## src/wgsp_ram.sv

```systemverilog
// Generic single-write, single-read synchronous RAM with registered read data.
// No dependencies.
`timescale 1ns / 1ps

module wgsp_ram #(
    parameter int WIDTH = 8,
    parameter int DEPTH = 64
) (
    input  logic                     clk,
    input  logic                     we,
    input  logic [$clog2(DEPTH)-1:0] waddr,
    input  logic [WIDTH-1:0]         wdata,
    input  logic [$clog2(DEPTH)-1:0] raddr,
    output logic [WIDTH-1:0]         rdata
);

    logic [WIDTH-1:0] mem [DEPTH];

    always_ff @(posedge clk)
    begin
        if (we)
        begin
            mem[waddr] <= wdata;
        end
        rdata <= mem[raddr];
    end

endmodule
```

## config.mk

```make
export PLATFORM = sky130hd
export DESIGN_NAME = wgsp_ram
export DESIGN_NICKNAME = d
export VERILOG_FILES = /design/src/wgsp_ram.sv
export SDC_FILE = /design/constraint.sdc
export NUM_CORES = 1
export LEC_CHECK = 0
export BUFFER_PORTS_ARGS = -buffer_cell sky130_fd_sc_hd__buf_2
export CORE_UTILIZATION = 60
export DETAILED_ROUTE_END_ITERATION = 16
export PLACE_DENSITY = 0.77
export SYNTH_ARGS = -nofsm -noshare
export SYNTH_HDL_FRONTEND = slang
export SYNTH_SLANG_ARGS = --single-unit
```

## constraint.sdc

```tcl
create_clock -name clk -period 5.12 [get_ports clk]
set_clock_uncertainty 0.15 [all_clocks]
set_input_delay 1.28 -clock clk [delete_from_list [all_inputs] [get_ports clk]]
set_output_delay 1.28 -clock clk [all_outputs]
set_load 0.02 [all_outputs]
```

-- Word-level counts from Yosys, hierarchy flattened
Memories as Yosys holds them, arrays and structs flattened. A register that Yosys moved wholly into a read port is not among the register bits.
Index checks and enable logic that the tools add are counted.
- bits in registers: 0
- latch bits: 0
- bits in writable memories: 512
- memory bits (read-only): 0
- input bits: 22
- logic and storage cells: 3
- memories: 1
- $add $sub $neg: 0
- multipliers: 0
- div/mod/pow operators: 0
- magnitude comparators: 0
- eq/ne operators: 0
- shifts and indexed selects: 0
- mux-type cells: 2
- bitwise operators: 0
- reductions and logical operators: 0
- memories (name ; words ; bits a word ; read ports ; clocked after Yosys merged registers in ; wr ports ; RTL line ; RTL):
    mem ; 64 ; 8 ; 1 ; 1 ; 1 ; 17 ; logic [WIDTH-1:0] mem [DEPTH];
- operators with widths (operator ; number):
    1-bit 2-to-1 mux ; 2

-- Logic depth before layout (Yosys ltp)
- word-level depth: 2
- depth in mapped cells: 9
- depth with buffers taken out: 5

-- Least setup slack after synthesis
Ideal clock, no wire load.
- kind: input to register
- from: input raddr[1]
- to: register rdata[3] (read register of mem)
- library setup time: 128 ps
- arrival time: 2820 ps
- required time: 4842 ps
- slack: 2022 ps
- cell stages on the path: 7
- cell sequence: buf_4 -> buf_2 -> buf_2 -> mux4_2 -> mux4_2 -> o21ai_1 -> o41ai_1
- RTL lines (what ; RTL line ; RTL):
    start, declared ; 13 ; input logic [$clog2(DEPTH)-1:0] raddr,
    end, declared ; 14 ; output logic [WIDTH-1:0] rdata

==> results.md <==
* Worst path cell trace: buf_4 -> buf_4 -> nand2b_1 -> a211oi_1 -> nor4_1 -> nor3_1 -> o32ai_1
* Max cap viols at 0
* Resize count post-CTS at 0
* RSZ-0062 raised after global routing: false
* Routed wire length at 43300 um
* First-pass GRT wire length at 64000 um
* Adder-cell share of the synthesized area at 0%
* 1st-iter DRT viols at 1166
* Area of the multi-input gates at 4320 sq um
* Post-DRT Antenna Nets at 0
* Worst vdd ir at 273 uV
* Post-Syn Area at 20200 sq um
* Clk pin slew, worst setup/hold paths at 60 ps
* Post-synthesis simple-gate area fraction at 3.39%
* Post-DP HPWL at 25300 um
* Max stage delay cell, worst path: buf_4
* Critical Path RT at 5390 ps
* Largest net degree at the start of global routing at 65
* Syn nets at 962
* Actual slew at the worst max-slew pin at 1260 ps
* Status: finished, final reports clean
* Site Rows at 66
* Pwr/cell area at 398 nW/um^2
* Final net count at 1008
* Skew-Pair Late Insertion Delay at 560 ps
* CTS Buf Count at 51
* Syn Area/Cell at 21.5 sq um
* CTS HTree Levels at 2
* Crit start category: input pin
* Initial DRT Pass Iterations at 5
* Critical path class: in2reg
* Static Leak at 6.99 nW
* Final hold viol count at 0
* Core area at 32800 sq um
* Max incr delay on CP at 520 ps
* Slew headroom at 15.7%
* RD Place Congestion at 0.808
* CTS tree: yes
* Filler Cells Inserted at 1979
* Starting Density at 61.5%
* Top cell by count, worst path: buf_4
* Synthesized flop and latch total at 520
* DR WL/cell at 29.5 um
* Layout Area Growth over Synthesis at 11.1%
* YS warnings at 0
* Cell variety after synth at 40
* Die Area at 34300 sq um
* Hold Buf Count CTS at 0
* Number of flops mapped to enable cells by yosys at 512
* Endpoints failing setup at 0
* Setup TNS at 0 ps
* Period utilization at 69.5%
* Main synth FF type: edfxtp_1
* Via density at 6.63
* FF/Latch Area at 15500 sq um
* Mux share of post-synthesis cell area at 15.9%
* Vias in the first global route at 9608
* Minimum clock period at 3560 ps
* Post-synthesis sequential area ratio at 77.0%
* Clock Tree Buf Depth at 3
* Xor/xnor share of the synthesized area at 0%
* TritonCTS Sinks at 520
* Root buffer cell: clkbuf_16
* Largest family of logic cells by synthesized area: multiplexers
* I/O pin count at 30
* Die Height at 185 um
* Worst hold path type: reg2reg
* Pins Over Slew Limit at 0
* Synth Area in Compound Gates at 2.07%
* CP Capture Type: register
* Detailed-route via count at 9740
* Gr ovfl total at 0
* CP arrival at 3820 ps
* Antenna violations before repair at 4
* Crit Path Max Fanout at 27
* Ys async rst share at 0%
* Die X at 185 um
* Global Route Usage Sum at 26.4%
* I/O Buffers at 29
* Max frequency at 0.281 GHz
* Mapped Cells at 940
* Setup Buffers After CTS at 0
* Share of cells above drive strength 1 at 25.5%
* DR DRC count at 0
* Pwr Total at 8.92 mW
-- Yosys cell counts (7+ instances only) --
master    number  area [sq um]
nand2b_1       7          43.8
edfxtp_1     512         15400
nor3_1         7          35.0
buf_2         11          55.1
clkbuf_1      17          63.8
mux4_2       126          2840
nor2_1        83           312
dfxtp_1        8           160
nand2_1       19          71.3
nor2b_1       14          87.6
mux2_2        13           146
mux2i_1       23           230
buf_4         13          97.6
o22ai_1        8          50.1
nand3_1       13          65.1
o221ai_1       8          70.1
-- critical path: cells and delay by family --
kind,cells,cell delay [ps]
simple gates,3,1010
buf+inv,2,900
compound gates,2,600
-- cells by family after synthesis --
logic type | after synthesis
AOI/OAI and AO/OA | 54
buffers and inverters | 51
DFF | 520
muxes | 162
and+or+nand+nor | 153
-- through the flow --
stage	hold WS, ps	std cells	util [%]	area [sq um]	setup slack [ps]
2_1_floorplan	568	940	-	20200	2020
3_3_place_gp	653	1375	63.1	20700	987
3_5_place_dp	683	1375	63.1	20700	978
4_1_cts	708	1468	68.3	22400	1540
5_1_grt	775	1468	68.3	22400	1500
6_report	702	1469	68.3	22400	1560
-- power by group --
group	internal, mW	switching [mW]	leakage [nW]	total [mW]
logic	0.158	0.271	1.48	0.430
clock network	2.24	1.51	0.839	3.76
registers	4.71	0.0174	4.67	4.73
-- state kept, by name, summed over array words and instances, names as in the netlist --
signal,flops
mem,512
rdata,8
-- final timing paths --
path                        start                to  slack [ps]  depth (start not counted)
max                      raddr[1]  rdata[6]$_DFF_P_        1560                          7
min          mem[27][4]$_DFFE_PP_  rdata[4]$_DFF_P_         700                          3
max reg2reg  mem[29][6]$_DFFE_PP_  rdata[6]$_DFF_P_        2620                          5
min reg2reg  mem[27][4]$_DFFE_PP_  rdata[4]$_DFF_P_         700                          3
-- cell type report --
| class | instances | share of cell area (%) |
|---|---|---|
| sequential | 520 | 69.4 |
| multi-input combinational | 369 | 19.3 |
| clock buffer | 66 | 6.32 |
| tap | 442 | 2.47 |
| timing repair buffer | 44 | 1.32 |
| clock inverter | 27 | 1.26 |
| antenna | 1 | 0.0112 |
-- metal layers --
metal,wire [um],share of wire (%),GRT usage (%),vias up
met1,17100,39,38.6,5060
met3,4240,9.8,5.29,89
met2,20800,48,40.9,564
met4,1090,2.5,7.77,6
li1,-,-,-,4021
met5,41,0.095,0,-
-- cell usage in the layout (no fill, tap or decap), types with 7 or more instances in the layout --
master and n:
nand2_1 19, nor2b_1 14, mux2i_1 23, o221ai_1 8, dfxtp_1 8, nand2b_1 7, nor3_1 7, nand3_1 13
clkinv_2 12, buf_4 15, clkinv_1 7, clkbuf_1 9, mux4_2 126, o22ai_1 8, mux2_2 13, buf_2 26
edfxtp_1 512, clkbuf_16 53, nor2_1 83
(Power assumes the default switching activity.)
